[src/rtl/assert_macros.svh]
// ---------------------------------------------------------------------------
// Assertion macros shared by the allocator RTL
// Clocked property checks that report through $error.
// ---------------------------------------------------------------------------
`ifndef ASSERT_MACROS_SVH
`define ASSERT_MACROS_SVH

// Check a property at every rising edge of clk, skipped while rst is high
`define AM_ASSERT(lbl, prop, msg) \
  lbl: assert property (@(posedge clk) disable iff (rst) (prop)) else $error(msg);

// Check a property at every rising edge of clk, also during reset
`define AM_ASSERT_ALWAYS(lbl, prop, msg) \
  lbl: assert property (@(posedge clk) (prop)) else $error(msg);

`endif

[src/rtl/fpba_pkg.sv]
// ---------------------------------------------------------------------------
// fpba_pkg
// Types and codes shared by the fit-policy block allocator modules.
// ---------------------------------------------------------------------------
`timescale 1ns / 1ps

package fpba_pkg;

  // Field widths of the beats on the two channels
  localparam int SIZE_W      = 16;
  localparam int SLOT_W      = 4;
  localparam int CHOSEN_W    = 4;
  localparam int CFG_DATA_W  = 5;
  localparam int CFG_IDX_W   = 1;
  localparam int POLICY_W    = 2;
  localparam int COUNT_W     = 5;

  // Configuration register indexes
  localparam logic [CFG_IDX_W-1:0] REG_FIT_POLICY  = 1'd0;
  localparam logic [CFG_IDX_W-1:0] REG_BLOCK_COUNT = 1'd1;

  // Policy codes; the unused code behaves as first fit
  localparam logic [POLICY_W-1:0] FIT_FIRST = 2'd0;
  localparam logic [POLICY_W-1:0] FIT_BEST  = 2'd1;
  localparam logic [POLICY_W-1:0] FIT_WORST = 2'd2;

  // Input action codes
  localparam logic ACT_LOAD    = 1'b0;
  localparam logic ACT_REQUEST = 1'b1;

  typedef struct packed {
    logic              action;
    logic [SLOT_W-1:0] load_slot;
    logic [SIZE_W-1:0] size;
  } alloc_in_t;

  typedef struct packed {
    logic                granted;
    logic [CHOSEN_W-1:0] chosen_block;
    logic [SIZE_W-1:0]   remaining_size;
  } alloc_out_t;

  // Control from the sequencer into the shared compare unit
  typedef struct packed {
    logic                found;
    logic [POLICY_W-1:0] policy;
  } fit_ctl_t;

  // Decisions from the shared compare unit
  typedef struct packed {
    logic fits;
    logic take;
  } fit_res_t;

  typedef enum logic [1:0] {
    ST_IDLE,
    ST_SCAN,
    ST_DONE
  } state_t;

endpackage

[src/rtl/fit_policy_block_allocator.sv]
// ---------------------------------------------------------------------------
// fit_policy_block_allocator
// Table of block free sizes with first, best and worst fit allocation.
// ---------------------------------------------------------------------------
// Load beat: written into the table in the cycle it is taken, no result.
// Request beat: a sequencer streams one table entry per cycle through a shared
// compare unit; once the output register is free it writes the pick's remainder
// back and registers the result. Input is stalled for the whole request; the
// output register lets the next beat in while a result waits.
// Reset (rst, synchronous) zeroes the table through per-entry valid bits, at once.
// ---------------------------------------------------------------------------
`timescale 1ns / 1ps

`include "assert_macros.svh"

module fit_policy_block_allocator #(
  parameter int MAX_BLOCKS = 16,
  parameter int SIZE_BITS  = 16
) (
  input  logic                                clk,
  input  logic                                rst,
  input  logic                                in_valid,
  output logic                                in_stall,
  input  fpba_pkg::alloc_in_t                 in_data,
  output logic                                out_valid,
  input  logic                                out_stall,
  output fpba_pkg::alloc_out_t                out_data,
  input  logic                                cfg_we,
  input  logic [fpba_pkg::CFG_IDX_W-1:0]      cfg_idx,
  input  logic [fpba_pkg::CFG_DATA_W-1:0]     cfg_data
);

  import fpba_pkg::*;

  localparam int IDX_W  = (MAX_BLOCKS > 1) ? $clog2(MAX_BLOCKS) : 1;
  localparam int CNT_W  = $clog2(MAX_BLOCKS + 1);
  localparam int WIDE_W = (SIZE_BITS > SIZE_W) ? SIZE_BITS : SIZE_W;

  state_t               state;
  state_t               state_next;

  logic [POLICY_W-1:0]  fit_policy;
  logic [COUNT_W-1:0]   block_count;

  logic [POLICY_W-1:0]  policy;
  logic [CNT_W-1:0]     count_lim;
  logic [CNT_W-1:0]     rd_idx;
  logic                 dv;
  logic [IDX_W-1:0]     dv_idx;
  logic                 found;
  logic [IDX_W-1:0]     pick;
  logic [SIZE_BITS-1:0] best_size;
  logic [SIZE_BITS-1:0] req_size;

  logic                 in_accept;
  logic                 out_accept;
  logic                 can_post;
  logic                 tbl_we;
  logic [IDX_W-1:0]     tbl_waddr;
  logic [SIZE_BITS-1:0] tbl_wdata;
  logic [SIZE_BITS-1:0] rd_data;

  logic [WIDE_W-1:0]    in_size_wide;
  logic [SIZE_BITS-1:0] in_size;
  logic [31:0]          slot_wide;
  logic                 slot_in_range;
  logic [CNT_W-1:0]     count_clip;

  logic [SIZE_BITS-1:0] fit_entry;
  fit_ctl_t             fit_ctl;
  fit_res_t             fit_res;
  logic [SIZE_BITS-1:0] fit_remain;
  logic [WIDE_W-1:0]    remain_wide;
  logic [31:0]          pick_wide;
  logic                 out_zero;

  assign in_accept  = in_valid && !in_stall;
  assign out_accept = out_valid && !out_stall;
  assign can_post   = !out_valid || out_accept;

  // Fit the beat's fields to the table width
  assign in_size_wide  = WIDE_W'(in_data.size);
  assign in_size       = in_size_wide[SIZE_BITS-1:0];
  assign slot_wide     = 32'(in_data.load_slot);
  assign slot_in_range = (slot_wide < 32'(MAX_BLOCKS));
  assign count_clip    = (32'(block_count) > 32'(MAX_BLOCKS)) ? CNT_W'(MAX_BLOCKS)
                                                              : CNT_W'(block_count);

  // Table of free sizes
  fpba_table #(
    .DEPTH  (MAX_BLOCKS),
    .DATA_W (SIZE_BITS),
    .ADDR_W (IDX_W)
  ) u_table (
    .clk   (clk),
    .rst   (rst),
    .we    (tbl_we),
    .waddr (tbl_waddr),
    .wdata (tbl_wdata),
    .raddr (rd_idx[IDX_W-1:0]),
    .rdata (rd_data)
  );

  // Shared compare and subtract unit: scans entries, then forms the remainder
  assign fit_entry     = (state == ST_DONE) ? best_size : rd_data;
  assign fit_ctl.found  = found;
  assign fit_ctl.policy = policy;

  fpba_fit_unit #(
    .DATA_W (SIZE_BITS)
  ) u_fit (
    .entry  (fit_entry),
    .req    (req_size),
    .best   (best_size),
    .ctl    (fit_ctl),
    .res    (fit_res),
    .remain (fit_remain)
  );

  // Next state
  always_comb begin
    state_next = state;
    case (state)
      ST_IDLE: begin
        if (in_accept && (in_data.action == ACT_REQUEST)) begin
          state_next = ST_SCAN;
        end
      end
      ST_SCAN: begin
        if ((rd_idx == count_lim) && !dv) begin
          state_next = ST_DONE;
        end
      end
      ST_DONE: begin
        if (can_post) begin
          state_next = ST_IDLE;
        end
      end
      default: state_next = ST_IDLE;
    endcase
  end

  // State outputs: input stall and table write port
  always_comb begin
    in_stall  = 1'b1;
    tbl_we    = 1'b0;
    tbl_waddr = pick;
    tbl_wdata = fit_remain;
    case (state)
      ST_IDLE: begin
        in_stall  = 1'b0;
        tbl_we    = in_valid && (in_data.action == ACT_LOAD) && slot_in_range;
        tbl_waddr = slot_wide[IDX_W-1:0];
        tbl_wdata = in_size;
      end
      ST_SCAN: begin
        in_stall = 1'b1;
      end
      ST_DONE: begin
        tbl_we = can_post && found;
      end
      default: begin
        in_stall = 1'b1;
      end
    endcase
  end

  // Control registers
  always_ff @(posedge clk) begin
    if (rst) begin
      state       <= ST_IDLE;
      fit_policy  <= FIT_FIRST;
      block_count <= '0;
      rd_idx      <= '0;
      dv          <= 1'b0;
      found       <= 1'b0;
      out_valid   <= 1'b0;
    end else begin
      state <= state_next;

      // Take configuration writes
      if (cfg_we) begin
        case (cfg_idx)
          REG_FIT_POLICY:  fit_policy  <= cfg_data[POLICY_W-1:0];
          REG_BLOCK_COUNT: block_count <= cfg_data[COUNT_W-1:0];
          default: ;
        endcase
      end

      case (state)
        ST_IDLE: begin
          if (in_accept && (in_data.action == ACT_REQUEST)) begin
            rd_idx <= '0;
            dv     <= 1'b0;
            found  <= 1'b0;
          end
        end
        ST_SCAN: begin
          // Advance the read address until the counted blocks are issued
          if (rd_idx != count_lim) begin
            rd_idx <= rd_idx + CNT_W'(1);
            dv     <= 1'b1;
          end else begin
            dv <= 1'b0;
          end
          if (dv && fit_res.take) begin
            found <= 1'b1;
          end
        end
        default: ;
      endcase

      // Hold the result until it is taken
      if (state == ST_DONE && can_post) begin
        out_valid <= 1'b1;
      end else if (out_accept) begin
        out_valid <= 1'b0;
      end
    end
  end

  // Datapath registers
  assign remain_wide = WIDE_W'(fit_remain);
  assign pick_wide   = 32'(pick);

  always_ff @(posedge clk) begin
    if (state == ST_IDLE && in_accept && (in_data.action == ACT_REQUEST)) begin
      req_size  <= in_size;
      policy    <= fit_policy;
      count_lim <= count_clip;
    end
    if (state == ST_SCAN) begin
      dv_idx <= rd_idx[IDX_W-1:0];
      if (dv && fit_res.take) begin
        pick      <= dv_idx;
        best_size <= rd_data;
      end
    end
    if (state == ST_DONE && can_post) begin
      out_data.granted        <= found;
      out_data.chosen_block   <= found ? pick_wide[CHOSEN_W-1:0] : '0;
      out_data.remaining_size <= found ? remain_wide[SIZE_W-1:0] : '0;
    end
  end

  // Denied beats carry zero fields
  assign out_zero = (out_data.chosen_block == '0) && (out_data.remaining_size == '0);

  // Checks
  `AM_ASSERT(a_pick_fits, (state == ST_SCAN && found) |-> (best_size >= req_size), "pick below request")
  `AM_ASSERT(a_idx_bound, (state == ST_SCAN) |-> (rd_idx <= count_lim), "scan index past count")
  `AM_ASSERT(a_dv_in_scan, dv |-> (state == ST_SCAN), "read data flagged outside scan")
  `AM_ASSERT(a_deny_zero, (out_valid && !out_data.granted) |-> out_zero, "denied result not zero")

endmodule

[src/rtl/fpba_table.sv]
// ---------------------------------------------------------------------------
// fpba_table
// Free-size table: one write port, one registered read port, and a valid
// bit per entry so that an entry never written since reset reads as zero.
// ---------------------------------------------------------------------------
`timescale 1ns / 1ps

module fpba_table #(
  parameter int DEPTH  = 16,
  parameter int DATA_W = 16,
  parameter int ADDR_W = 4
) (
  input  logic              clk,
  input  logic              rst,
  input  logic              we,
  input  logic [ADDR_W-1:0] waddr,
  input  logic [DATA_W-1:0] wdata,
  input  logic [ADDR_W-1:0] raddr,
  output logic [DATA_W-1:0] rdata
);

  logic [DATA_W-1:0] mem [DEPTH];
  logic [DEPTH-1:0]  valid;
  logic [DATA_W-1:0] rd_mem;
  logic              rd_vld;

  // Write and read the storage array
  always_ff @(posedge clk) begin
    if (we) begin
      mem[waddr] <= wdata;
    end
    rd_mem <= mem[raddr];
  end

  // Track entries written since reset
  always_ff @(posedge clk) begin
    if (rst) begin
      valid  <= '0;
      rd_vld <= 1'b0;
    end else begin
      if (we) begin
        valid[waddr] <= 1'b1;
      end
      rd_vld <= valid[raddr];
    end
  end

  // Unwritten entries read as zero
  assign rdata = rd_vld ? rd_mem : '0;

endmodule

[src/rtl/fpba_fit_unit.sv]
// ---------------------------------------------------------------------------
// fpba_fit_unit
// Shared compare and subtract unit: decides whether an entry fits the
// request and beats the current pick, and forms entry minus request.
// ---------------------------------------------------------------------------
`timescale 1ns / 1ps

module fpba_fit_unit #(
  parameter int DATA_W = 16
) (
  input  logic [DATA_W-1:0]   entry,
  input  logic [DATA_W-1:0]   req,
  input  logic [DATA_W-1:0]   best,
  input  fpba_pkg::fit_ctl_t  ctl,
  output fpba_pkg::fit_res_t  res,
  output logic [DATA_W-1:0]   remain
);

  import fpba_pkg::*;

  logic fits;
  logic better;

  // Compare against the request and the current pick
  always_comb begin
    fits = (entry >= req);
    case (ctl.policy)
      FIT_BEST:  better = (entry < best);
      FIT_WORST: better = (entry > best);
      default:   better = 1'b0;
    endcase
    res.fits = fits;
    res.take = fits && (!ctl.found || better);
  end

  // Subtract the request, wrapping at the table width
  assign remain = entry - req;

endmodule
[config.mk]
export PLATFORM = sky130hd
export DESIGN_NAME = fit_policy_block_allocator
export DESIGN_NICKNAME = d
export VERILOG_FILES = /design/src/rtl/fpba_pkg.sv /design/src/rtl/fit_policy_block_allocator.sv /design/src/rtl/fpba_table.sv /design/src/rtl/fpba_fit_unit.sv
export VERILOG_INCLUDE_DIRS = /design/src /design/src/rtl
export SDC_FILE = /design/constraint.sdc
export NUM_CORES = 1
export LEC_CHECK = 0
export BUFFER_PORTS_ARGS = -buffer_cell sky130_fd_sc_hd__buf_2
export CORE_MARGIN = 3
export CORE_UTILIZATION = 56
export DETAILED_ROUTE_END_ITERATION = 8
export PLACE_DENSITY = 0.79
export SYNTH_ARGS = -nofsm -noshare
export SYNTH_HDL_FRONTEND = slang
export SYNTH_SLANG_ARGS = --single-unit
[constraint.sdc]
create_clock -name clk -period 4.1 [get_ports clk]
set_input_delay 0.82 -clock clk [delete_from_list [all_inputs] [get_ports clk]]
set_output_delay 0.82 -clock clk [all_outputs]
set_load 0.02 [all_outputs]
* Word level (Yosys, flattened, before mapping)
Memory sizes are Yosys's and may differ from the RTL's. A register that Yosys moved wholly into a read port is not among the register bits.
Cells that the tools add are included.
** Operators by class
- Reductions and logical operators :: 29
- Add/sub/neg operators :: 2
- Equal/unequal tests :: 11
- Mux-type cells :: 27
- Bitwise operators :: 3
- Magnitude comparators :: 8
** Operators by type and width (number)
- 16-bit 2-to-1 mux :: 3
- 16-bit >= comparator :: 1
- 16-bit > comparator :: 1
- 16-bit < comparator :: 1
- 16-bit OR :: 1
- 16-bit subtractor :: 1
- 4-bit by 5-bit < comparator with 1-bit output (second input constant) :: 3
- 1-bit logical AND :: 13
- 1-bit 2-to-1 mux :: 10
- 5-bit 2-to-1 mux :: 2
- 5-bit one-hot mux with 2 select lines :: 1
- 3-bit AND reduction :: 3
- 2-bit inequality test (second input constant) :: 4
- 1-bit one-hot mux with 2 select lines :: 4
- 2-bit AND reduction :: 4
- 2-bit 2-to-1 mux :: 3
- 2-bit one-hot mux with 3 select lines :: 1
- 5-bit by 1-bit adder with 5-bit output (second input constant) :: 1
- 5-bit equality test :: 1
- 5-bit > comparator (second input constant) :: 1
- 5-bit inequality test :: 1
- 1-bit binary-select mux with 4-bit select :: 1
- 1-bit demux with 4-bit select :: 1
- 2-bit by 1-bit equality test with 1-bit output (second input constant) :: 2
- other kinds (9) :: 16
** Word-level totals
- Bits in writable memories :: 256
- Register bits :: 102
- Bits of input ports :: 32
- Memories :: 1
** Memory list
- u_table.mem :: depth 16, width 16, rd ports 1, clocked after Yosys merged registers in 1, write ports 1, RTL line fpba_table.sv:22 : logic [DATA_W-1:0] mem [DEPTH];

* Depth between registers and ports, before layout
Gate-level depths: netlist of the first run.
- Depth after elaboration :: 9
- Gate-level depth with buffers :: 13
- Gate-level depth less buffers :: 11

* Cells and area by module
From an unflattened synthesis of the first run, not the netlist that was laid out.
** Second synthesis, totals
- Cell total of the unflattened synthesis :: 914
- Area, all modules :: 15603.7 um^2
** By module, submodules not included
- fpba_table :: area an instance 10840.4 um^2, seq. area each 8348.0 um^2, times used 1, cells an instance 500
- fit_policy_block_allocator :: area an instance 3489.6 um^2, seq. area each 2382.3 um^2, times used 1, cells an instance 233
- fpba_fit_unit :: area an instance 1273.7 um^2, seq. area each 0.0 um^2, times used 1, cells an instance 181

* Worst setup path before layout of the first run
No wires, ideal clock.
- Path type :: register to register
- Start point :: register state[1]
- End point :: register best_size[0] (enable)
- Data arrival time :: 3.479 ns
- Period minus slack after synthesis :: 3.883 ns
- Slack :: 0.217 ns
- Data required time :: 3.696 ns
- Stages on the path, launching flop included :: 11
- Cells stage by stage :: dfxtp_1 > nor2b_1 > clkbuf_1 > buf_2 > mux2_2 > ha_1 > nand4_1 > nor4_1 > a211o_1 > o22ai_1 > a21oi_1
** Between the ends
- Word-level cells in the longest chain between the ends :: 8
** Ends and longest elaborated chain
- start, declared :: RTL line fit_policy_block_allocator.sv:39 : state_t state;
- start signal, assigned :: RTL line fit_policy_block_allocator.sv:179 : state <= state_next;
- 2-bit equality test :: RTL line fit_policy_block_allocator.sv:105 : assign fit_entry = (state == ST_DONE) ? best_size : rd_data;
- 16-bit 2-to-1 mux :: RTL line fit_policy_block_allocator.sv:105
- 16-bit > comparator or 16-bit < comparator (tied branches) :: RTL line fpba_fit_unit.sv:29, fpba_fit_unit.sv:28
- 1-bit one-hot mux with 2 select lines :: RTL line fpba_fit_unit.sv:27 : case (ctl.policy)
- 1-bit logical OR :: RTL line fpba_fit_unit.sv:33 : res.take = fits && (!ctl.found || better);
- 1-bit logical AND :: RTL line fpba_fit_unit.sv:33
- 1-bit logical AND :: RTL line fit_policy_block_allocator.sv:234 : if (dv && fit_res.take) begin
- 2-bit AND reduction (no line) (*)
- end signal, assigned :: RTL line fit_policy_block_allocator.sv:236 : best_size <= rd_data;
- end, declared :: RTL line fit_policy_block_allocator.sv:52 : logic [SIZE_BITS-1:0] best_size;
Mark *: on every way between the ends. The rest lies on a longest branch, timed or not.
A chain may end at the register's enable or synchronous reset.

* Final worst setup path of the first run
- Start point :: register state[1]
- End point :: memory u_table.mem[9][15] (data pin)
** Between the ends
- Word-level cells in the longest chain between the ends :: 4
** Ends and longest elaborated chain
- 2-bit equality test :: RTL line fit_policy_block_allocator.sv:105
- 16-bit 2-to-1 mux :: RTL line fit_policy_block_allocator.sv:105
- 16-bit subtractor :: RTL line fpba_fit_unit.sv:37 : assign remain = entry - req;
- 16-bit 2-to-1 mux (*) :: RTL line fit_policy_block_allocator.sv:149 : case (state)
- via tbl_wdata[15] :: RTL line fit_policy_block_allocator.sv:60 : logic [SIZE_BITS-1:0] tbl_wdata;
- end, declared :: RTL line fpba_table.sv:22
Mark *: on every way through the listed nets, which the timed path passes. The rest lies on a longest branch.

==> summary.md, run 1 <==
| Metric | Value |
|---|---|
| Post-synth ARST share | 0% |
| Rel. slew slack | 22.5% |
| Gr ovfl total | 0 |
| Crit path max fanout | 19 |
| Buffers on Ports | 54 |
| Final setup viols | 0 |
| Pre-Repair DR Iteration Count | 5 |
| Layout cell share with drive strength beyond 1 | 25.7% |
| Hold Path Class | flip-flop to flip-flop |
| CP Capture Type | flip-flop |
| Register area share after synthesis | 68.8% |
| CP arrival | 3.99 ns |
| Fmax | 0.266 GHz |
| Most frequent cells in the layout | edfxtp_1, mux4_2, buf_2 |
| Final ANT Viol Nets | 0 |
| Final HPWL DP | 21100 um |
| Die Span Y | 173 um |
| Worst Path Required | 4.34 ns |
| Initial Util | 57.4% |
| Clock transition at the registers of the reported paths | 0.06 ns |
| # IOs | 55 |
| Final period util | 91.6% |
| Clk_lat worst skew | 0.52 ns |
| Fin. Hold Viols | 0 |
| CTS tree | done |
| Via count | 8680 |
| H-tree levels | 2 |
| Critical path class | flip-flop to flip-flop |
| EDFF count, synth | 324 |
| Mapped Nets | 985 |
| Rows | 60 |
| Final Power | 0.00796 W |
| Total negative setup slack | 0 ns |
| Clk buf depth | 3 |
| Placer Congestion | 0.946 |
| Yosys Warn Count | 0 |
| # hold bufs at CTS | 0 |
| Cell Area, Synth | 15600 um2 |
| Most common cell after layout, fill and taps aside | edfxtp_1 |
| 1st-iter DRT viols | 1014 |
| Synth Instances | 917 |
| Global Route Usage Sum | 23.6% |
| RSZ-0062 raised after global routing | no |
| Clock skew | 0.0145 ns |
| Fin crit period | 3.76 ns |
| Run status | finished, final reports clean |
| Syn Area/Cell | 17.0 um2 |
| Clock Tree Root | clkbuf_16 |
| Startpoint types | flip-flop |
| Die span in x | 173 um |
| Area grow syn2layout | 13.2% |
| # resized after CTS | 0 |
| Slew of the pin with the lowest slew margin | 1.16 ns |
| Clk sink count | 374 |
| Pwr dens | 451 nW/um2 |
| Antenna Cells | 0 |
| Pin count of the biggest net entering global routing | 65 |
| Initial antenna violation count | 2 |
| Max cap viols | 0 |
| Total routed wirelength | 34900 um |
| Num CTS Buffers | 37 |
| First-pass GRT wire length | 52800 um |
| Vias per cell | 6.20 |
| Core Region | 27200 um2 |
| Register bit count reported by yosys | 374 |
| Final nets | 1068 |
| Max Slew Vio Count | 0 |
| VDD IR-drop max | 0.278 mV |
| Count of different cell masters after synthesis | 57 |
| Number of setup buffers added after CTS | 0 |
| Ys flop type | edfxtp_1 |
| # DRC | 0 |
| Leakage power | 6.30 nW |
| Vias in the first global route | 8624 |
| Die area | 29900 um2 |
| Wire per inst | 24.9 um |
power by group:
part	switching [W]	leakage, nW	internal, W	total, W
clock network	0.00138	0.582	0.00195	0.00333
registers	0.0000322	3.34	0.00422	0.00425
logic	0.000237	2.38	0.000143	0.000380
Yosys cell counts (2+ instances only):
cell type | instances | share of area [%]
nand2_1 | 35 | 0.84
o41ai_1 | 4 | 0.22
o21ba_1 | 16 | 1.0
o21ai_0 | 6 | 0.19
o31ai_1 | 2 | 0.096
a31oi_1 | 10 | 0.40
edfxtp_1 | 324 | 62
dfxtp_1 | 50 | 6.4
a21oi_1 | 34 | 1.1
a211o_1 | 2 | 0.11
nand3b_1 | 2 | 0.096
mux2_2 | 19 | 1.4
ha_1 | 35 | 2.8
nand3_1 | 21 | 0.67
nor3_1 | 12 | 0.39
o2111ai_1 | 3 | 0.17
o211a_1 | 2 | 0.13
nor2_1 | 49 | 1.2
a21o_1 | 3 | 0.14
o21ai_1 | 13 | 0.42
o211ai_1 | 5 | 0.24
nand4_1 | 3 | 0.12
xor2_1 | 10 | 0.56
buf_6 | 2 | 0.14
a211oi_1 | 4 | 0.19
and2_1 | 28 | 1.1
buf_1 | 2 | 0.048
inv_1 | 41 | 0.99
mux2i_1 | 5 | 0.32
clkbuf_1 | 21 | 0.51
xnor2_1 | 7 | 0.39
or4_1 | 2 | 0.096
o21a_1 | 2 | 0.096
mux4_2 | 85 | 12
nand2b_1 | 7 | 0.28
buf_2 | 13 | 0.42
and3_1 | 4 | 0.16
nor3b_1 | 9 | 0.43
nor2b_1 | 7 | 0.28
registers in the layout, summed over array words and instances (netlist names):
| register | flops |
|---|---|
| best_size | 16 |
| pick | 4 |
| u_table.rd_mem | 16 |
| u_table.rd_vld | 1 |
| u_table.valid | 16 |
| block_count | 5 |
| rd_idx | 5 |
| fit_policy | 2 |
| req_size | 16 |
| u_table.mem | 256 |
| policy | 2 |
| out_valid | 1 |
| dv_idx | 4 |
| count_lim | 5 |
| state | 2 |
| out_data | 21 |
| found | 1 |
| dv | 1 |
cell families (layout without fill, tap and decap cells):
logic type | Yosys count | count (layout) | synth area share [%]
AO/OA/AOI/OAI | 114 | 114 | 5.06
XOR/XNOR | 17 | 17 | 0.955
adder cells (fa/ha/maj) | 36 | 36 | 2.94
buffers and inverters | 82 | 194 | 2.28
flip-flops | 374 | 374 | 68.8
multiplexers | 109 | 109 | 14.0
AND/OR/NAND/NOR | 185 | 185 | 5.98
worst paths after layout:
kind	startpoint	endpoint	slack (ns)	depth (start not counted)
worst min register to register	dv_idx[1]$_DFFE_PP_	pick[1]$_DFFE_PP_	0.42	0
worst min-delay path	dv_idx[1]$_DFFE_PP_	pick[1]$_DFFE_PP_	0.42	0
worst max register to register	state[1]$_SDFFE_PP0P_	u_table.mem[9][15]$_DFFE_PP_	0.34	10
worst max-delay path	state[1]$_SDFFE_PP0P_	u_table.mem[9][15]$_DFFE_PP_	0.34	10
through the flow:
stage	cells	area [um2]	worst slack, ns	utilization, %	hold WS, ns
2_1_floorplan	917	15600	0.217	-	0.400
3_3_place_gp	1333	16500	0.591	60.5	0.404
3_5_place_dp	1333	16500	0.423	60.5	0.405
4_1_cts	1401	17700	0.390	64.9	0.420
5_1_grt	1401	17700	0.0372	64.9	0.439
6_report	1401	17700	0.344	64.9	0.421
final cells by class:
class | count | area (um2)
multi-input combinational | 461 | 4570
tap | 372 | 465
inverter | 43 | 161
fill | 1822 | 9530
timing repair buffer | 83 | 513
clock buffer | 53 | 1030
sequential | 374 | 10700
clock inverter | 15 | 174
metal layers:
metal  up-vias  part of all wire (%)  GRT usage [%]
li1       3761                     -              -
met1      4348                    40           33.2
met2       488                    46           36.6
met3        83                    10           5.88
met4         0                   3.7           8.07
met5         -                     0              0
critical path: stages, from the launching register on:
cell	delay [ns]
dfxtp_1	0.42
nor2b_1	0.17
buf_4	0.30
mux2_2	0.40
ha_1	0.35
a21oi_2	0.27
o21ai_1	0.23
nand3_1	0.15
o21ai_1	0.11
or4_1	0.57
nand3_1	0.48
Note: power is estimated with default switching activity, not from simulation.
==> run 2, diff against run 1 <==
- clock period: 4.1 -> 3.4 ns (I/O delays scaled with it)
==> run 2 against run 1 <==
Clock power grew 17%; cell area grew 1.8%; fmax grew 14%; wire length grew 3.6%; global-route usage grew 0.64 points; via count grew 2.5%; critical path type unchanged; highest routed layer is now met5.
==> summary.md, run 2 (same netlist as run 1, synthesis figures left out) <==
| Metric | Value |
|---|---|
| Run status | finished, final reports clean |
| Max FFs per register | 256 (unchanged) |
| Placer Congestion | 0.957 (+1.1%) |
| Slew of the pin with the lowest slew margin | 1.18 ns (+0.0143 ns) |
| Fin. Hold Viols | 0 (unchanged) |
| Final nets | 1101 (+3.1%) |
| Num CTS Buffers | 37 (unchanged) |
| Die Span Y | 173 um (unchanged) |
| Fin crit period | 3.30 ns (-0.459 ns) |
| Fmax | 0.303 GHz (+14%) |
| Die area | 29900 um2 (unchanged) |
| Final cell count without fillers | 1433 (+2.3%) |
| # hold bufs at CTS | 0 (unchanged) |
| Initial Util | 57.4% (unchanged) |
| Max stage delay on crit path | 0.45 ns (-0.12 ns) |
| Rel. slew slack | 21.6% (-0.95 points) |
| Max cap viols | 0 (unchanged) |
| Global Route Usage Sum | 24.2% (+0.64 points) |
| Hold Path Class | input port to flip-flop |
| Leakage power | 6.49 nW (+3.1%) |
| CTS tree | done |
| Total routed wirelength | 36100 um (+3.6%) |
| Total negative setup slack | 0 ns (unchanged) |
| 1st-iter DRT viols | 941 (-7.2%) |
| Gr ovfl total | 0 (unchanged) |
| Rows | 60 (unchanged) |
| Most frequent cells in the layout | edfxtp_1, mux4_2, buf_4 |
| Clock skew | 0.0194 ns (+0.00482 ns) |
| Crit path cell chain | nor2b_1 -> buf_4 -> buf_6 -> mux2_2 -> ha_1 -> a21o_1 -> a211oi_1 -> o21ai_1 -> o41ai_1 -> mux2i_1 |
| Dpl cells | 1364 (+2.3%) |
| Final period util | 97.0% (+5.4 points) |
| Wire per inst | 25.2 um (+1.3%) |
| Max Slew Vio Count | 0 (unchanged) |
| Pre-Repair DR Iteration Count | 5 (unchanged) |
| Clk_lat worst skew | 0.53 ns (about the same) |
| Most flop-heavy register | u_table.mem |
| VDD IR-drop max | 0.348 mV (+25%) |
| H-tree levels | 2 (unchanged) |
| CP arrival | 3.62 ns (-0.37 ns) |
| CP max-delay cell | o41ai_1 |
| Pwr dens | 531 nW/um2 (+18%) |
| Most common cell after layout, fill and taps aside | edfxtp_1 |
| Vias per cell | 6.21 (+0.19%) |
| Worst Path Required | 3.73 ns (-0.61 ns) |
| Layout cell share with drive strength beyond 1 | 29.2% (+3.6 points) |
| CP Capture Type | flip-flop |
| Initial antenna violation count | 1 (-1) |
| # IOs | 55 (unchanged) |
| Buffers on Ports | 54 (unchanged) |
| Vias in the first global route | 9052 (+5.0%) |
| Registers with the most flip-flops | u_table.mem: 256 flops, out_data: 21 flops |
| Via count | 8895 (+2.5%) |
| Clk sink count | 374 (unchanged) |
| Antenna Cells | 0 (unchanged) |
| Clk buf depth | 3 (unchanged) |
| RSZ-0062 raised after global routing | no |
| Clock Tree Root | clkbuf_16 |
| Startpoint types | flip-flop |
| Die span in x | 173 um (unchanged) |
| Clock transition at the registers of the reported paths | 0.06 ns (about the same) |
| Crit path max fanout | 12 (-7) |
| Critical path class | flip-flop to flip-flop |
| Final ANT Viol Nets | 0 (unchanged) |
| Core Region | 27200 um2 (unchanged) |
| Area grow syn2layout | 15.2% |
| # DRC | 0 (unchanged) |
| Final setup viols | 0 (unchanged) |
| First-pass GRT wire length | 54700 um (+3.6%) |
| Pin count of the biggest net entering global routing | 51 (-22%) |
| Final HPWL DP | 21900 um (+3.6%) |
==> run 2: changes by cell type in the layout (fill, tap and decap cells not counted), moves of 2 or more <==
cell	before	now
nor3_2	0	2
nor3_1	12	8
inv_6	1	3
nor3_4	0	2
buf_4	27	56
clkinv_1	5	3
bufinv_16	3	1
nor2_4	4	0
buf_12	2	5
nor2_2	13	17
clkbuf_1	12	10
==> run 2: layout make-up <==
class / count / area, um2
sequential: 374 / 10700
fill: 1784 / 9210
multi-input combinational: 461 / 4640
clock buffer: 52 / 1030
timing repair buffer: 116 / 802
tap: 372 / 465
inverter: 43 / 161
clock inverter: 15 / 136
==> run 2: metrics by stage <==
stage / total power, W / cell area, um2 / hold WS [ns] / util (%) / setup WS, ns
after floorplan: 0.00552 / 15600 / 0.400 / - / 0.00450
after global placement: 0.00569 / 16700 / 0.402 / 61.5 / 0.0890
after detailed placement: 0.00571 / 16700 / 0.405 / 61.5 / -0.0436
after CTS: 0.00958 / 17900 / 0.343 / 65.9 / 0.0511
after global routing: 0.00980 / 18000 / 0.344 / 66.1 / 0.00200
final: 0.00954 / 18000 / 0.350 / 66.1 / 0.103
==> run 2: report_power, final <==
part / switching [W] / internal (W)
clock: 0.00168 / 0.00222
sequential: 0.0000406 / 0.00509
combinational: 0.000302 / 0.000197
total: 0.00203 / 0.00751
==> run 2: per-layer routing <==
layer	vias to the layer above	GRT usage, %	share of wire [%]
met1	4503	34.0	40
met2	485	38.0	47
met5	-	0	0.028
li1	3835	-	-
met3	70	5.62	9.8
met4	2	8.34	3.1
==> run 2: repair_timing <==
| item | in CTS | in global routing |
|---|---|---|
| pin swaps | 1 | 0 |
| gates cloned | 0 | 0 |
| setup endpoints to repair | 48 | 133 |
| setup buffers | 1 | 1 |
| resized for setup | 2 | 8 |
==> run 2: final timing paths <==
path	from	depth (start not counted)	slack [ns]	end
setup / recovery	state[1]$_SDFFE_PP0P_	10	0.10	out_data[15]$_SDFFCE_PN0P_
hold / removal	in_data[3]	1	0.35	req_size[3]$_DFFE_PP_
setup reg to reg	state[1]$_SDFFE_PP0P_	10	0.10	out_data[15]$_SDFFCE_PN0P_
hold reg to reg	dv_idx[3]$_DFFE_PP_	0	0.42	pick[3]$_DFFE_PP_
==> run 2: worst max-delay path: cells and delay by family, from the launching register on <==
family	cells	cell delay, ns
AO/OA/AOI/OAI	4	1.12
AND/OR/NAND/NOR	1	0.18
buffers and inverters	2	0.35
multiplexers	2	0.74
adder cells (fa/ha/maj)	1	0.34
flip-flops	1	0.35
==> run 3, diff against run 2 <==
- CELL_PAD_IN_SITES_DETAIL_PLACEMENT: not set -> 1
- CELL_PAD_IN_SITES_GLOBAL_PLACEMENT: not set -> 1
- CORE_UTILIZATION: 56 -> 48
- PLACE_DENSITY: 0.79 -> 0.78
==> run 3 against run 2 <==
Hold slack got worse by 0.0013 ns; fmax is 0.16% lower; core utilization fell by 9.0 points; wire length grew 6.2%; power rose by 1.5%; clock skew is 0.0056 ns lower; count of clock-buffer cells in the layout rose by 10; critical path depth rose by 2; via count decreased by 1.7%; non-clock buffer count rose by 1; sequential share of layout area down 0.63 points; critical path type unchanged; largest power group unchanged.
==> summary.md, run 3 (same netlist as run 1, synthesis figures left out) <==
| Metric | Value |
|---|---|
| Final HPWL DP | 24400 um (+12%) |
| Max cap viols | 0 (unchanged) |
| CP arrival | 3.69 ns (+0.07 ns) |
| Startpoint types | flip-flop |
| Pre-Repair DR Iteration Count | 6 (+1) |
| Fin crit period | 3.30 ns (+0.00514 ns) |
| Most flop-heavy register | u_table.mem |
| # DRC | 0 (unchanged) |
| Area grow syn2layout | 16.5% |
| Final period util | 97.1% (+0.15 points) |
| Run status | finished, final reports clean |
| Critical path class | flip-flop to flip-flop |
| Initial antenna violation count | 0 (-1) |
| Die area | 34700 um2 (+16%) |
| Wire per inst | 25.6 um (+1.4%) |
| Die span in x | 186 um (+7.7%) |
| Fmax | 0.303 GHz (-0.16%) |
| Via count | 8748 (-1.7%) |
| Crit path buffers/inverters | 4 (+2) |
| Pin count of the biggest net entering global routing | 45 (-12%) |
| Vias in the first global route | 9296 (+2.7%) |
| Registers with the most flip-flops | u_table.mem: 256 flops, out_data: 21 flops |
| Pwr dens | 533 nW/um2 (+0.39%) |
| CTS tree | done |
| Hold Path Class | input port to flip-flop |
| Most frequent cells in the layout | edfxtp_1, mux4_2, buf_2, buf_4, dfxtp_1 |
| Crit path max-delay family | simple AND/OR/NAND/NOR gates |
| Max stage delay on crit path | 0.57 ns (+0.12 ns) |
| Clock transition at the registers of the reported paths | 0.06 ns (about the same) |
| Final core occ | 57.1% (-9.0 points) |
| CP max-delay cell | or4_1 |
| CP Capture Type | flip-flop |
| Max Slew Vio Count | 0 (unchanged) |
| Final Power | 0.00968 W (+1.5%) |
| Final ANT Viol Nets | 0 (unchanged) |
| Crit path max fanout | 11 (-1) |
| Cell mode on critical path | buf_12 |
| Clk sink count | 374 (unchanged) |
| # IOs | 55 (unchanged) |
| Max FFs per register | 256 (unchanged) |
| Rel. slew slack | 32.6% (+11 points) |
| Final nets | 1103 (+0.18%) |
| Antenna Cells | 0 (unchanged) |
| Clock skew | 0.0137 ns (-0.00561 ns) |
| H-tree levels | 2 (unchanged) |
| Vias per cell | 5.83 (-6.0%) |
| Clk_lat worst skew | 0.53 ns (about the same) |
| Slew of the pin with the lowest slew margin | 1.01 ns (-0.166 ns) |
| Clock Tree Root | clkbuf_16 |
| 1st-iter DRT viols | 784 (-17%) |
| Layout cell share with drive strength beyond 1 | 29.0% (-0.20 points) |
| Die Span Y | 186 um (+7.7%) |
| Most common cell after layout, fill and taps aside | edfxtp_1 |
| Total routed wirelength | 38300 um (+6.2%) |
| Core Region | 31800 um2 (+17%) |
| Total negative setup slack | 0 ns (unchanged) |
| VDD IR-drop max | 0.298 mV (-14%) |
| Number of setup buffers added after CTS | 0 (-1) |
| Leakage power | 6.53 nW (+0.64%) |
| Num CTS Buffers | 38 (+2.7%) |
| Clk buf depth | 3 (unchanged) |
| Crit path cell chain | nor2b_4 -> buf_12 -> buf_12 -> buf_4 -> mux2_2 -> ha_1 -> a21o_1 -> a211oi_2 -> o21ai_1 -> or4_1 -> nand3_2 -> clkbuf_4 |
| Gr ovfl total | 0 (unchanged) |
| Buffers on Ports | 54 (unchanged) |
| Final setup viols | 0 (unchanged) |
| # hold bufs at CTS | 0 (unchanged) |
| Rows | 65 (+8.3%) |
| Worst Path Required | 3.79 ns (+0.06 ns) |
| Global Route Usage Sum | 22.3% (-1.9 points) |
| Initial Util | 49.0% (-8.3 points) |
| Fin. Hold Viols | 0 (unchanged) |
| First-pass GRT wire length | 57000 um (+4.2%) |
| Placer Congestion | 0.823 (-14%) |
==> run 3: changes by cell type in the layout (fill, tap and decap cells not counted), moves of 2 or more <==
cell	previous run	this run
clkbuf_8	5	7
nor3_1	8	10
clkinv_2	5	2
buf_4	56	54
nor3_2	2	0
clkbuf_16	37	39
clkbuf_1	10	16
mux2_2	18	16
inv_6	3	0
mux2_4	1	3
==> run 3: worst reg2reg max path, cell delays in order, from the launching register on <==
cell and delay (ns):
dfxtp_1 0.33, nor2b_4 0.18, buf_12 0.13, buf_12 0.13, buf_4 0.13, mux2_2 0.36
ha_1 0.34, a21o_1 0.26, a211oi_2 0.23, o21ai_1 0.15, or4_1 0.57, nand3_2 0.17
clkbuf_4 0.20
==> run 3: final timing paths <==
| check | startpoint | to | slack (ns) | cells after the start |
|---|---|---|---|---|
| max | state[1]$_SDFFE_PP0P_ | u_table.mem[2][15]$_DFFE_PP_ | 0.1 | 12 |
| min | in_data[1] | req_size[1]$_DFFE_PP_ | 0.35 | 1 |
| min reg2reg | dv_idx[2]$_DFFE_PP_ | pick[2]$_DFFE_PP_ | 0.42 | 0 |
| max reg2reg | state[1]$_SDFFE_PP0P_ | u_table.mem[2][15]$_DFFE_PP_ | 0.1 | 12 |
==> run 3: report_power, final <==
group / leakage [nW] / switching, W / internal (W) / total, W
Sequential: 3.34 / 0.0000315 / 0.00509 / 0.00512
Clock: 0.589 / 0.00166 / 0.00236 / 0.00403
Combinational: 2.60 / 0.000324 / 0.000202 / 0.000526
Total: 6.53 / 0.00202 / 0.00765 / 0.00968
==> run 3: stage by stage <==
step           hold WS, ns  cells  setup slack (ns)  area (um2)
3_5_place_dp         0.406   1428            -0.137       16800
2_1_floorplan        0.400    917           0.00450       15600
5_1_grt              0.338   1500          -0.00702       18200
6_report             0.349   1500            0.0983       18200
3_3_place_gp         0.402   1428            0.0805       16800
4_1_cts              0.337   1498            0.0375       18100
==> run 3: cell type report <==
cell class                 instances  area, um2
fill                            2891      13600
sequential                       374      10700
multi-input combinational        461       4670
clock buffer                      62       1130
timing repair buffer             117        826
tap                              435        544
inverter                          43        161
clock inverter                     8       87.6
==> run 3: what timing repair did <==
action                     CTS  global route
resized for setup            5            11
setup endpoints to repair   65           132
cloned                       0             1
==> run 3: routing by layer <==
layer,global-route usage [%],part of all wire (%)
met5,0,0
met4,5.30,1.9
met3,3.64,5.7
met2,37.9,50
met1,30.7,42
